==> src/rtl/lidar_frame_checksum_averager_core_macros.svh <==
// assertion macros for the lidar frame checksum averager core
// used by the rtl modules that carry concurrent checks; depends on nothing
`ifndef LIDAR_FRAME_CHECKSUM_AVERAGER_CORE_MACROS_SVH
`define LIDAR_FRAME_CHECKSUM_AVERAGER_CORE_MACROS_SVH
`ifndef SYNTH
`define LFCA_ASSERT(name, clk, rst_n, prop) \
  name: assert property (@(posedge clk) disable iff (!rst_n) (prop)) \
    else $error("lfca assertion failed");
`define LFCA_ASSERT_NEVER(name, clk, rst_n, cond) \
  `LFCA_ASSERT(name, clk, rst_n, !(cond))
`else
`define LFCA_ASSERT(name, clk, rst_n, prop)
`define LFCA_ASSERT_NEVER(name, clk, rst_n, cond)
`endif
`endif

==> src/rtl/lfca_pkg.sv <==
// shared types and constants of the lidar frame checksum averager
// no dependencies; used by the datapath, controller and top level
package lfca_pkg;

  localparam int unsigned MaxFrames = 32;
  localparam int unsigned SumW      = 21;
  localparam int unsigned CntW      = 6;
  localparam int unsigned FrameLen  = 9;
  localparam int unsigned DivSteps  = SumW;
  localparam int unsigned StepW     = $clog2(DivSteps + 1);

  localparam logic [7:0] HdrByte    = 8'h59;
  localparam logic [7:0] HdrPairSum = 8'(2 * HdrByte);

  localparam logic [3:0] PosFirst   = 4'd2;
  localparam logic [3:0] PosDistLo  = 4'd2;
  localparam logic [3:0] PosDistHi  = 4'd3;
  localparam logic [3:0] PosStrLo   = 4'd4;
  localparam logic [3:0] PosStrHi   = 4'd5;
  localparam logic [3:0] PosChk     = 4'(FrameLen - 1);

  typedef enum logic [1:0] {
    STATUS_OK       = 2'd0,
    STATUS_NO_FRAME = 2'd1,
    STATUS_ALL_BAD  = 2'd2
  } status_e;

  typedef struct packed {
    logic take;      // byte accepted
    logic last;      // accepted byte closes the buffer
    logic div_step;
    logic out_load;
  } cmd_t;

  typedef struct packed {
    logic div_done;
  } sts_t;

endpackage

==> src/rtl/lfca_if.sv <==
// valid/ready channel interfaces for the byte input and the result output
// depends on nothing; the status field is a plain two-bit vector
interface lfca_in_if;
  logic       valid;
  logic       ready;
  logic [7:0] rx_byte;
  logic       end_of_buffer;

  modport source (output valid, output rx_byte, output end_of_buffer, input ready);
  modport sink   (input valid, input rx_byte, input end_of_buffer, output ready);
endinterface

interface lfca_out_if;
  logic        valid;
  logic        ready;
  logic [15:0] mean_distance;
  logic [15:0] mean_strength;
  logic [5:0]  good_frames;
  logic [5:0]  bad_frames;
  logic [1:0]  status;

  modport source (output valid, output mean_distance, output mean_strength,
                  output good_frames, output bad_frames, output status, input ready);
  modport sink   (input valid, input mean_distance, input mean_strength,
                  input good_frames, input bad_frames, input status, output ready);
endinterface

==> src/rtl/lfca_datapath.sv <==
// frame parser, checksum/accumulate logic, shared restoring divider and result register
// depends on lfca_pkg; driven by lfca_ctrl through cmd_t / sts_t
module lfca_datapath (
  input  logic                clk_i,
  input  logic                rst_ni,
  input  lfca_pkg::cmd_t      cmd_i,
  output lfca_pkg::sts_t      sts_o,
  input  logic [7:0]          rx_byte_i,
  output logic [15:0]         mean_distance_o,
  output logic [15:0]         mean_strength_o,
  output logic [5:0]          good_frames_o,
  output logic [5:0]          bad_frames_o,
  output logic [1:0]          status_o
);

  localparam int unsigned SumW = lfca_pkg::SumW;
  localparam int unsigned CntW = lfca_pkg::CntW;
  localparam int unsigned StepW = lfca_pkg::StepW;

  // parser and accumulator state
  logic            synced_q, synced_d;
  logic            prev_hdr_q, prev_hdr_d;
  logic [3:0]      pos_q, pos_d;
  logic [7:0]      chk_q, chk_d;
  logic [15:0]     dist_q, dist_d;
  logic [15:0]     str_q, str_d;
  logic [SumW-1:0] dsum_q, dsum_d;
  logic [SumW-1:0] ssum_q, ssum_d;
  logic [CntW-1:0] good_q, good_d;
  logic [CntW-1:0] bad_q, bad_d;

  // divider and pending result
  logic [SumW-1:0]  qd_q, qs_q;
  logic [CntW-1:0]  rd_q, rs_q;
  logic [CntW-1:0]  dvs_q;
  logic [CntW-1:0]  pend_bad_q;
  logic [1:0]       pend_status_q;
  logic [StepW-1:0] step_q;

  // output register
  logic [15:0]     res_dist_q, res_str_q;
  logic [CntW-1:0] res_good_q, res_bad_q;
  logic [1:0]      res_status_q;

  logic            under_limit;
  logic [SumW:0]   dsum_add, ssum_add;
  logic [CntW:0]   rd_sh, rs_sh;
  logic            ge_d, ge_s;
  lfca_pkg::status_e status_nx;

  assign under_limit = (8'(good_q) + 8'(bad_q)) < 8'(lfca_pkg::MaxFrames);
  assign dsum_add = {1'b0, dsum_q} + (SumW+1)'(dist_q);
  assign ssum_add = {1'b0, ssum_q} + (SumW+1)'(str_q);

  always_comb begin
    synced_d   = synced_q;
    prev_hdr_d = prev_hdr_q;
    pos_d      = pos_q;
    chk_d      = chk_q;
    dist_d     = dist_q;
    str_d      = str_q;
    dsum_d     = dsum_q;
    ssum_d     = ssum_q;
    good_d     = good_q;
    bad_d      = bad_q;
    if (!synced_q) begin
      if (prev_hdr_q && rx_byte_i == lfca_pkg::HdrByte) begin
        synced_d = 1'b1;
        pos_d    = lfca_pkg::PosFirst;
        chk_d    = lfca_pkg::HdrPairSum;
        dist_d   = '0;
        str_d    = '0;
      end
      prev_hdr_d = (rx_byte_i == lfca_pkg::HdrByte);
    end else if (pos_q < lfca_pkg::PosChk) begin
      chk_d = chk_q + rx_byte_i;
      if (pos_q == lfca_pkg::PosDistLo) dist_d[7:0]  = rx_byte_i;
      if (pos_q == lfca_pkg::PosDistHi) dist_d[15:8] = rx_byte_i;
      if (pos_q == lfca_pkg::PosStrLo)  str_d[7:0]   = rx_byte_i;
      if (pos_q == lfca_pkg::PosStrHi)  str_d[15:8]  = rx_byte_i;
      pos_d = pos_q + 4'd1;
    end else begin
      // checksum byte; frames past the limit are dropped uncounted
      if (under_limit) begin
        if (chk_q == rx_byte_i) begin
          dsum_d = dsum_add[SumW] ? '1 : dsum_add[SumW-1:0];
          ssum_d = ssum_add[SumW] ? '1 : ssum_add[SumW-1:0];
          if (good_q != '1) good_d = good_q + CntW'(1);
        end else begin
          if (bad_q != '1) bad_d = bad_q + CntW'(1);
        end
      end
      pos_d  = '0;
      chk_d  = '0;
      dist_d = '0;
      str_d  = '0;
    end
  end

  always_comb begin
    if (!synced_d || (good_d == '0 && bad_d == '0)) begin
      status_nx = lfca_pkg::STATUS_NO_FRAME;
    end else if (good_d == '0) begin
      status_nx = lfca_pkg::STATUS_ALL_BAD;
    end else begin
      status_nx = lfca_pkg::STATUS_OK;
    end
  end

  always_ff @(posedge clk_i or negedge rst_ni) begin
    if (!rst_ni) begin
      synced_q   <= 1'b0;
      prev_hdr_q <= 1'b0;
      pos_q      <= '0;
      chk_q      <= '0;
      dist_q     <= '0;
      str_q      <= '0;
      dsum_q     <= '0;
      ssum_q     <= '0;
      good_q     <= '0;
      bad_q      <= '0;
    end else if (cmd_i.last) begin
      // buffer closed: start over for the next one
      synced_q   <= 1'b0;
      prev_hdr_q <= 1'b0;
      pos_q      <= '0;
      chk_q      <= '0;
      dist_q     <= '0;
      str_q      <= '0;
      dsum_q     <= '0;
      ssum_q     <= '0;
      good_q     <= '0;
      bad_q      <= '0;
    end else if (cmd_i.take) begin
      synced_q   <= synced_d;
      prev_hdr_q <= prev_hdr_d;
      pos_q      <= pos_d;
      chk_q      <= chk_d;
      dist_q     <= dist_d;
      str_q      <= str_d;
      dsum_q     <= dsum_d;
      ssum_q     <= ssum_d;
      good_q     <= good_d;
      bad_q      <= bad_d;
    end
  end

  // restoring division, one quotient bit per cycle for both sums
  assign rd_sh = {rd_q, qd_q[SumW-1]};
  assign rs_sh = {rs_q, qs_q[SumW-1]};
  assign ge_d  = rd_sh >= {1'b0, dvs_q};
  assign ge_s  = rs_sh >= {1'b0, dvs_q};

  always_ff @(posedge clk_i or negedge rst_ni) begin
    if (!rst_ni) begin
      step_q <= StepW'(lfca_pkg::DivSteps);
    end else if (cmd_i.last) begin
      step_q <= '0;
    end else if (cmd_i.div_step) begin
      step_q <= step_q + StepW'(1);
    end
  end

  always_ff @(posedge clk_i) begin
    if (cmd_i.last) begin
      qd_q          <= dsum_d;
      qs_q          <= ssum_d;
      rd_q          <= '0;
      rs_q          <= '0;
      dvs_q         <= good_d;
      pend_bad_q    <= bad_d;
      pend_status_q <= status_nx;
    end else if (cmd_i.div_step) begin
      qd_q <= {qd_q[SumW-2:0], ge_d};
      qs_q <= {qs_q[SumW-2:0], ge_s};
      rd_q <= ge_d ? CntW'(rd_sh - {1'b0, dvs_q}) : rd_sh[CntW-1:0];
      rs_q <= ge_s ? CntW'(rs_sh - {1'b0, dvs_q}) : rs_sh[CntW-1:0];
    end
  end

  always_ff @(posedge clk_i) begin
    if (cmd_i.out_load) begin
      // no good frame: divisor was zero, report zero means
      res_dist_q   <= (dvs_q == '0) ? 16'd0 : qd_q[15:0];
      res_str_q    <= (dvs_q == '0) ? 16'd0 : qs_q[15:0];
      res_good_q   <= dvs_q;
      res_bad_q    <= pend_bad_q;
      res_status_q <= pend_status_q;
    end
  end

  assign sts_o.div_done = (step_q == StepW'(lfca_pkg::DivSteps));

  assign mean_distance_o = res_dist_q;
  assign mean_strength_o = res_str_q;
  assign good_frames_o   = res_good_q;
  assign bad_frames_o    = res_bad_q;
  assign status_o        = res_status_q;

endmodule

==> src/rtl/lfca_ctrl.sv <==
// controller: byte intake, divide sequencing and result register handshake
// depends on lfca_pkg and the assertion macros header
`include "lidar_frame_checksum_averager_core_macros.svh"
module lfca_ctrl (
  input  logic           clk_i,
  input  logic           rst_ni,
  input  logic           in_valid_i,
  input  logic           in_eob_i,
  output logic           in_ready_o,
  output logic           out_valid_o,
  input  logic           out_ready_i,
  output lfca_pkg::cmd_t cmd_o,
  input  lfca_pkg::sts_t sts_i
);

  typedef enum logic [1:0] {
    ST_RUN = 2'b01,
    ST_DIV = 2'b10
  } state_e;

  state_e state_q, state_d;
  logic   out_valid_q, out_valid_d;
  logic   in_fire;

  assign in_ready_o = (state_q == ST_RUN);
  assign in_fire    = in_valid_i && in_ready_o;

  always_comb begin
    state_d         = state_q;
    cmd_o.take      = in_fire;
    cmd_o.last      = in_fire && in_eob_i;
    cmd_o.div_step  = 1'b0;
    cmd_o.out_load  = 1'b0;
    unique case (state_q)
      ST_RUN: begin
        if (cmd_o.last) state_d = ST_DIV;
      end
      ST_DIV: begin
        if (!sts_i.div_done) begin
          cmd_o.div_step = 1'b1;
        end else if (!out_valid_q || out_ready_i) begin
          // result register free (or emptying this cycle)
          cmd_o.out_load = 1'b1;
          state_d        = ST_RUN;
        end
      end
      default: state_d = ST_RUN;
    endcase
  end

  assign out_valid_d = cmd_o.out_load || (out_valid_q && !out_ready_i);

  always_ff @(posedge clk_i or negedge rst_ni) begin
    if (!rst_ni) begin
      state_q     <= ST_RUN;
      out_valid_q <= 1'b0;
    end else begin
      state_q     <= state_d;
      out_valid_q <= out_valid_d;
    end
  end

  assign out_valid_o = out_valid_q;

  `LFCA_ASSERT(a_load_after_div, clk_i, rst_ni, cmd_o.out_load |-> sts_i.div_done)
  `LFCA_ASSERT(a_no_overwrite, clk_i, rst_ni, cmd_o.out_load |-> (!out_valid_q || out_ready_i))
  `LFCA_ASSERT(a_last_enters_div, clk_i, rst_ni, cmd_o.last |=> (state_q == ST_DIV))
  `LFCA_ASSERT_NEVER(a_step_after_done, clk_i, rst_ni, cmd_o.div_step && sts_i.div_done)

endmodule

==> src/rtl/lidar_frame_checksum_averager_core.sv <==
// channel    dir  payload                                                    accepted when
// in_i       in   rx_byte[7:0], end_of_buffer                                valid && ready
// out_o      out  mean_distance, mean_strength, good_frames, bad_frames,
//                 status                                                     valid && ready
// one byte per cycle while a buffer streams in; the byte with end_of_buffer
// is followed by the steps of the shared bit-serial divider and the result load,
// during which in_i.ready is low
// the result sits in an output register until taken; a new buffer streams in
// meanwhile, and its divide waits after its last step if the old result is still there
// rst_ni is asynchronous and clears parser, counters, fsm and output valid
module lidar_frame_checksum_averager_core (
  input logic              clk_i,
  input logic              rst_ni,
  lfca_in_if.sink          in_i,
  lfca_out_if.source       out_o
);

  lfca_pkg::cmd_t cmd;
  lfca_pkg::sts_t sts;

  lfca_ctrl u_ctrl (
    .clk_i       (clk_i),
    .rst_ni      (rst_ni),
    .in_valid_i  (in_i.valid),
    .in_eob_i    (in_i.end_of_buffer),
    .in_ready_o  (in_i.ready),
    .out_valid_o (out_o.valid),
    .out_ready_i (out_o.ready),
    .cmd_o       (cmd),
    .sts_i       (sts)
  );

  lfca_datapath u_datapath (
    .clk_i           (clk_i),
    .rst_ni          (rst_ni),
    .cmd_i           (cmd),
    .sts_o           (sts),
    .rx_byte_i       (in_i.rx_byte),
    .mean_distance_o (out_o.mean_distance),
    .mean_strength_o (out_o.mean_strength),
    .good_frames_o   (out_o.good_frames),
    .bad_frames_o    (out_o.bad_frames),
    .status_o        (out_o.status)
  );

endmodule
==> src/flat_wrapper.sv <==
// flat-port wrapper written by rule: the top's interface ports become plain ports
module lidar_frame_checksum_averager_core_flat 
  (clk_i, rst_ni, in_i_valid, in_i_rx_byte, in_i_end_of_buffer, in_i_ready, out_o_valid, out_o_mean_distance, out_o_mean_strength, out_o_good_frames, out_o_bad_frames, out_o_status, out_o_ready);
  lfca_in_if in_i_i ();
  lfca_out_if out_o_i ();
  input logic clk_i;
  input logic rst_ni;
  input wire logic [$bits(in_i_i.valid)-1:0] in_i_valid;
  input wire logic [$bits(in_i_i.rx_byte)-1:0] in_i_rx_byte;
  input wire logic [$bits(in_i_i.end_of_buffer)-1:0] in_i_end_of_buffer;
  output wire logic [$bits(in_i_i.ready)-1:0] in_i_ready;
  output wire logic [$bits(out_o_i.valid)-1:0] out_o_valid;
  output wire logic [$bits(out_o_i.mean_distance)-1:0] out_o_mean_distance;
  output wire logic [$bits(out_o_i.mean_strength)-1:0] out_o_mean_strength;
  output wire logic [$bits(out_o_i.good_frames)-1:0] out_o_good_frames;
  output wire logic [$bits(out_o_i.bad_frames)-1:0] out_o_bad_frames;
  output wire logic [$bits(out_o_i.status)-1:0] out_o_status;
  input wire logic [$bits(out_o_i.ready)-1:0] out_o_ready;
  assign in_i_i.valid = in_i_valid;
  assign in_i_i.rx_byte = in_i_rx_byte;
  assign in_i_i.end_of_buffer = in_i_end_of_buffer;
  assign in_i_ready = in_i_i.ready;
  assign out_o_valid = out_o_i.valid;
  assign out_o_mean_distance = out_o_i.mean_distance;
  assign out_o_mean_strength = out_o_i.mean_strength;
  assign out_o_good_frames = out_o_i.good_frames;
  assign out_o_bad_frames = out_o_i.bad_frames;
  assign out_o_status = out_o_i.status;
  assign out_o_i.ready = out_o_ready;
  lidar_frame_checksum_averager_core u_core (.clk_i(clk_i), .rst_ni(rst_ni), .in_i(in_i_i), .out_o(out_o_i));
endmodule
==> config.mk <==
export PLATFORM = sky130hd
export DESIGN_NAME = lidar_frame_checksum_averager_core_flat
export DESIGN_NICKNAME = d
export VERILOG_FILES = /design/src/rtl/lfca_pkg.sv /design/src/rtl/lfca_if.sv /design/src/rtl/lfca_datapath.sv /design/src/rtl/lfca_ctrl.sv /design/src/rtl/lidar_frame_checksum_averager_core.sv /design/src/flat_wrapper.sv
export VERILOG_INCLUDE_DIRS = /design/src /design/src/rtl
export SDC_FILE = /design/constraint.sdc
export NUM_CORES = 1
export LEC_CHECK = 0
export BUFFER_PORTS_ARGS = -buffer_cell sky130_fd_sc_hd__buf_2
export CAP_MARGIN = 20
export CELL_PAD_IN_SITES_DETAIL_PLACEMENT = 1
export CELL_PAD_IN_SITES_GLOBAL_PLACEMENT = 2
export CORE_MARGIN = 4
export CORE_UTILIZATION = 30
export DETAILED_ROUTE_END_ITERATION = 7
export PLACE_DENSITY_LB_ADDON = 0.15
export SLEW_MARGIN = 20
export SYNTH_ARGS = -nofsm -noshare
export SYNTH_HDL_FRONTEND = slang
export SYNTH_SLANG_ARGS = --single-unit
==> constraint.sdc <==
create_clock -name clk_i -period 7.1 [get_ports clk_i]
set_input_delay 0.71 -clock clk_i [delete_from_list [all_inputs] [get_ports clk_i]]
set_output_delay 0.71 -clock clk_i [all_outputs]
set_load 0.02 [all_outputs]
==> Word level (Yosys, flattened, before mapping) <==
Cells that the tools add are included.
{ "op_classes": {"n_addsub": 10, "n_lt_le_gt_ge": 4, "n_eq_ne": 19, "muxes": 75, "n_reduce_logical": 24} }
{ "ops": {"columns": ["op", "n"], "rows": [
  ["21-bit 2-to-1 mux", 18],
  ["16-bit 2-to-1 mux", 9],
  ["6-bit 2-to-1 mux", 16],
  ["8-bit 2-to-1 mux", 9],
  ["21-bit by 16-bit adder with 22-bit output", 2],
  ["4-bit 2-to-1 mux", 5],
  ["6-bit logical NOT", 3],
  ["4-bit by 2-bit != test with 1-bit output (second input constant)", 4],
  ["3-bit AND reduction", 5],
  ["7-bit by 6-bit greater-or-equal comparator with 1-bit output", 2],
  ["6-bit by 1-bit adder with 6-bit output (second input constant)", 2],
  ["6-bit != test (second input constant)", 2],
  ["6-bit subtractor", 2],
  ["1-bit 2-to-1 mux", 10],
  ["2-bit 2-to-1 mux", 5],
  ["5-bit 2-to-1 mux", 2],
  ["8-bit adder", 1],
  ["4-bit by 2-bit equality test with 1-bit output (second input constant)", 2],
  ["4-bit by 3-bit equality test with 1-bit output (second input constant)", 2],
  ["8-bit by 7-bit equality test with 1-bit output (second input constant)", 1],
  ["8-bit equality test", 1],
  ["8-bit by 6-bit < comparator with 1-bit output (second input constant)", 1],
  ["6-bit by 6-bit adder with 7-bit output", 1],
  ["5-bit by 1-bit adder with 5-bit output (second input constant)", 1],
  ["other kinds (14)", 26]
]} }
{ "totals": {"register_bits": 222, "inputBits": 13, "output_inout_bits": 48, "elab_cells": 159} }

==> Longest topological paths before layout <==
{ "logic_depth": {"word_depth": 9, "mapped_depth": 11, "depth_no_buf": 11} }

==> By module <==
From an unflattened synthesis, not the netlist that was laid out.
{ "unflattened": {"hier_cells": 1216, "hier_area_um2": 12300.5} }
{ "modules_own_cells": {"columns": ["mod", "instances", "cells_each", "area_each_um2", "seq_area_each_um2"], "rows": [
  ["lfca_datapath", 1, 1200, 12136.6, 5934.4],
  ["lfca_ctrl", 1, 16, 163.9, 76.3]
]} }

==> Least setup slack after synthesis <==
OpenSTA, ideal clock, no wires.
{ "synth_timing": {"kind": "register to register", "startpoint": "register u_core.u_datapath.step_q[0]", "endpoint": "register u_core.u_datapath.res_bad_q[0], in the netlist u_core.u_datapath.bad_frames_o[0] (enable)", "setup_ns": 0.449, "arrival_time_ns": 2.907, "required_time_ns": 6.651, "path_slack_ns": 3.743, "stages_incl_launch_ff": 5, "path_buffers": 0, "period_less_slack_ns": 3.357, "path_cell_list": "dfstp_2 ha_1 and4b_1 nand2_1 nor2_1"} }
{ "synth_lines": {"columns": ["item", "line_no", "rtl"], "rows": [
  ["start, declared", "lfca_datapath.sv:38", "logic [StepW-1:0] step_q;"],
  ["start signal, assigned", "lfca_datapath.sv:156", "step_q <= StepW'(lfca_pkg::DivSteps);"],
  ["start signal, assigned", "lfca_datapath.sv:160", "step_q <= step_q + StepW'(1);"],
  ["end signal, assigned", "lfca_datapath.sv:187", "res_bad_q <= pend_bad_q;"],
  ["end, declared", "lfca_datapath.sv:42", "logic [CntW-1:0] res_good_q, res_bad_q;"]
]} }

==> Final worst setup path <==
{ "layout_timing": {"startpoint": "register u_core.u_ctrl.state_q[0]", "endpoint": "register u_core.u_datapath.qd_q[10] (enable)"} }
{ "layout_between": {"elab_chain_cells": 4, "word_cells_on_any_way": 6, "cone_classes": "eq/ne: 2; mux: 1; reduce/logical: 3"} }
{ "layout_rtl": {"columns": ["item", "line_no", "rtl"], "rows": [
  ["start, declared", "lfca_ctrl.sv:21", "state_e state_q, state_d;"],
  ["start signal, assigned", "lfca_ctrl.sv:58", "state_q <= state_d;"],
  ["2-bit by 1-bit equality test with 1-bit output", "lfca_ctrl.sv:25", "assign in_ready_o = (state_q == ST_RUN);"],
  ["1-bit logical AND", "lfca_ctrl.sv:26", "assign in_fire = in_valid_i && in_ready_o;"],
  ["1-bit logical AND", "lfca_ctrl.sv:31", "cmd_o.last = in_fire && in_eob_i;"],
  ["2-bit nonzero test (no line) (*)", null, null],
  ["end signal, assigned", "lfca_datapath.sv:166", "qd_q <= dsum_d;"],
  ["end signal, assigned", "lfca_datapath.sv:174", "qd_q <= {qd_q[SumW-2:0], ge_d};"],
  ["end, declared", "lfca_datapath.sv:33", "logic [SumW-1:0] qd_q, qs_q;"]
]} }
Every way passes the cells marked *; elsewhere a longest branch is shown, timed or not.
A chain may end at the register's enable or synchronous reset.

==> impl_metrics.toml <==
[final_layout]
multi_input_area_um2 = 5980
area_growth_pct = 14.7
utilization_pct = 34.8
stdcell_area_um2 = 14200
diodes = 0
fill_cells = 4568
ff_latch_area_um2 = 6010
drive_above_1_share_pct = 15.3
nets = 1311

[floorplan]
io_pins = 61
start_util_pct = 30.3
die_w_um = 211
dieHeight_um = 211
die-area_um2 = 44500
fp-row-count = 74
core_area_um2 = 40700

[sta]
worst_pin_slew_ps = 988
fin_crit_sh_pct = 50.9
finalMaxSlewViolations = 0
setup_slack_ps = 3490
hold_viol = 0
skew_ps = 8.28
finalCriticalPeriod_ps = 3610
max-slew-margin-rel_pct = 33.8
tns_ps = 0
fmax_ghz = 0.277
holdWs_ps = 197
finalSetupViolCount = 0
rsz0062_at_grt = "false"

[routing]
drt_iter0_markers = 419
wirelength_um = 34600
viasPerCell = 5.10
ant_nets = 0
vias = 9094
wire_per_inst_um = 19.4
drt-pass1-iter-count = 5
drc = 0

[yosys]
ys_ff_latch = 222
yosys.area.top_type_share_pct = 24.8
syn_area_um2 = 12400
synth_top_cell_by_area = "edfxtp_1"
synth_most_common_cell = "nand2_1"
ys_seq_area_share_pct = 48.6
synthArstFlopShare_pct = 48.6
syn_area_per_cell_um2 = 10.5
netlist_top_cells_count = "120 x nand2_1, 104 x dfrtp_1, 102 x edfxtp_1"
synth_nets = 1262
yosys-top-cells-area = "edfxtp_1 25%, dfrtp_1 21%, ha_1 6.5%"
yosysWarnings = 0
yosys.cell_types.count = 85
synth-edff-count = 102
synth_ff_type = "dfrtp_1"
syn-instance-count = 1180

[cts]
root_buffer = "clkbuf_16"
clk_pin_slew_ps = 50
clk_latency_ps = 540
cts_tree = "built"
htreeDepth = 1
post_cts.repair.setup_buffers = 0
cts_buffer_depth = 3
cts_resized = 0
cts_made_buffers = 28
cts_hold_buffers = 0
cts_num_sinks = 222

[status]
status = "complete, no violations"

[worst_setup_path]
reg2reg_slack_ps = 3490
crit_type = "reg -> reg"
r2r-start = "u_core.u_ctrl.state_q[0]"
crit_path_frequent_cell = "buf_4"
crit_path_max_fanout = 74
endpoint_kind = "flop"
path_delay_family = "buffers and inverters"
r2r_cells = 9
crit_buf_inv = 5
start_kind = "flop"
slowest_delay_ps = 680
crit_path_top_delay_cell = "nor2_1"
arrival_ps = 3840
required_ps = 7320
r2r-end = "u_core.u_datapath.qd_q[10]"
crit_path_cell_trace = "nor2b_1, and2_1, nand2_2, buf_4, inv_2, buf_4, nor2_1, clkinv_1, buf_4"
cp.depth = 9

[global_routing]
first_global_vias = 9262
grt_first_pass_wirelength_um = 54900
grt_max_degree = 75
antenna_found_initial = 1
track_usage_pct = 15.4
overflow = 0

[flow_run]
cap_violations = 0

[power]
ir_drop_uv = 150
powerDensity_nw_per_um2 = 227
p_leak_nw = 5.87

[placed_design]
gp_congestion = 0.748
placed_area_um2 = 13200
port_buffers = 60
dpl.hpwl_um = 24900
dp_slack_ps = 2990

[min_path]
worst_hold_path_type = "in -> async"
[per-layer routing]
layer | vias up | global-route usage, % | wire, µm | share of wire (%)
met1 | 4500 | 23.9 | 18100 | 52
met4 | 0 | 3.33 | 596 | 1.7
met2 | 113 | 22.7 | 14600 | 42
met5 | - | 0 | 0 | 0
met3 | 48 | 2.38 | 1330 | 3.9
li1 | 4433 | - | - | -
[stage by stage]
step | cells | total power (W)
2_1_floorplan | 1180 | 0.00168
3_3_place_gp | 1731 | 0.00178
3_5_place_dp | 1731 | 0.00179
4_1_cts | 1783 | 0.00328
5_1_grt | 1783 | 0.00338
6_report | 1783 | 0.00322
[placed cells by master (no fill, tap or decap), types with 12 or more instances in the layout]
cell type / n
o21a_1: 14
and2_1: 50
xnor2_1: 22
ha_1: 64
buf_4: 15
nor2b_1: 13
dfrtp_1: 104
edfxtp_1: 102
inv_1: 39
buf_2: 59
nor3_1: 14
dfxtp_1: 12
o22ai_1: 13
and3_1: 13
o31ai_1: 13
mux2i_1: 19
mux2_2: 33
a21o_1: 14
a21oi_1: 70
nand3_1: 27
xor2_1: 20
clkbuf_16: 29
o21bai_1: 12
nor2_1: 66
nand2_1: 119
o21ai_0: 97
nand2b_1: 12
[state kept, by name (all words and copies together), names as in the netlist, 8 cells and up]
signal and cells:
u_core.u_datapath.chk_q 8, u_core.u_datapath.dist_q 16, u_core.u_datapath.dsum_q 21, u_core.u_datapath.mean_distance_o 16, u_core.u_datapath.mean_strength_o 16, u_core.u_datapath.qd_q 21
u_core.u_datapath.qs_q 21, u_core.u_datapath.ssum_q 21, u_core.u_datapath.str_q 16
[where the power goes]
| group | internal [W] | leakage, nW | switching (W) |
|---|---|---|---|
| sequential | 0.00140 | 2.54 | 0.0000279 |
| combinational | 0.000120 | 2.87 | 0.000200 |
| clock | 0.000910 | 0.461 | 0.000559 |
[cells by family (layout without fill, tap and decap cells)]
logic type | Yosys count | after routing | synth area share, %
xor gates and xnor gates | 42 | 42 | 2.98
adders and majority gates | 69 | 69 | 7.29
AOI/OAI and AO/OA | 331 | 331 | 18.0
muxes | 52 | 52 | 4.55
buffers and inverters | 96 | 167 | 3.12
DFF | 222 | 222 | 48.6
and+or+nand+nor | 368 | 368 | 15.4
[worst max path at each step]
stage               slack (ps)                                end                   startpoint
global placement          2950         u_core.u_datapath.qd_q[12]           in_i_end_of_buffer
detailed placement        2990         u_core.u_datapath.qd_q[11]           in_i_end_of_buffer
finish                    3490         u_core.u_datapath.qd_q[10]     u_core.u_ctrl.state_q[0]
floorplan                 3740  u_core.u_datapath.bad_frames_o[0]  u_core.u_datapath.step_q[0]
global route              3090         u_core.u_datapath.qd_q[14]     u_core.u_ctrl.state_q[0]
CTS                       3400         u_core.u_datapath.qd_q[15]     u_core.u_ctrl.state_q[0]
[layout make-up]
cell class,instances,area share (%)
clock buffers,36,5.45
clock inverters,16,1.32
inverters,41,1.09
multi-input cells,862,42.2
flip-flops and latches,222,42.4
well taps,532,4.70
repair buffers,74,2.88
Power figures use the tool's default switching activity.
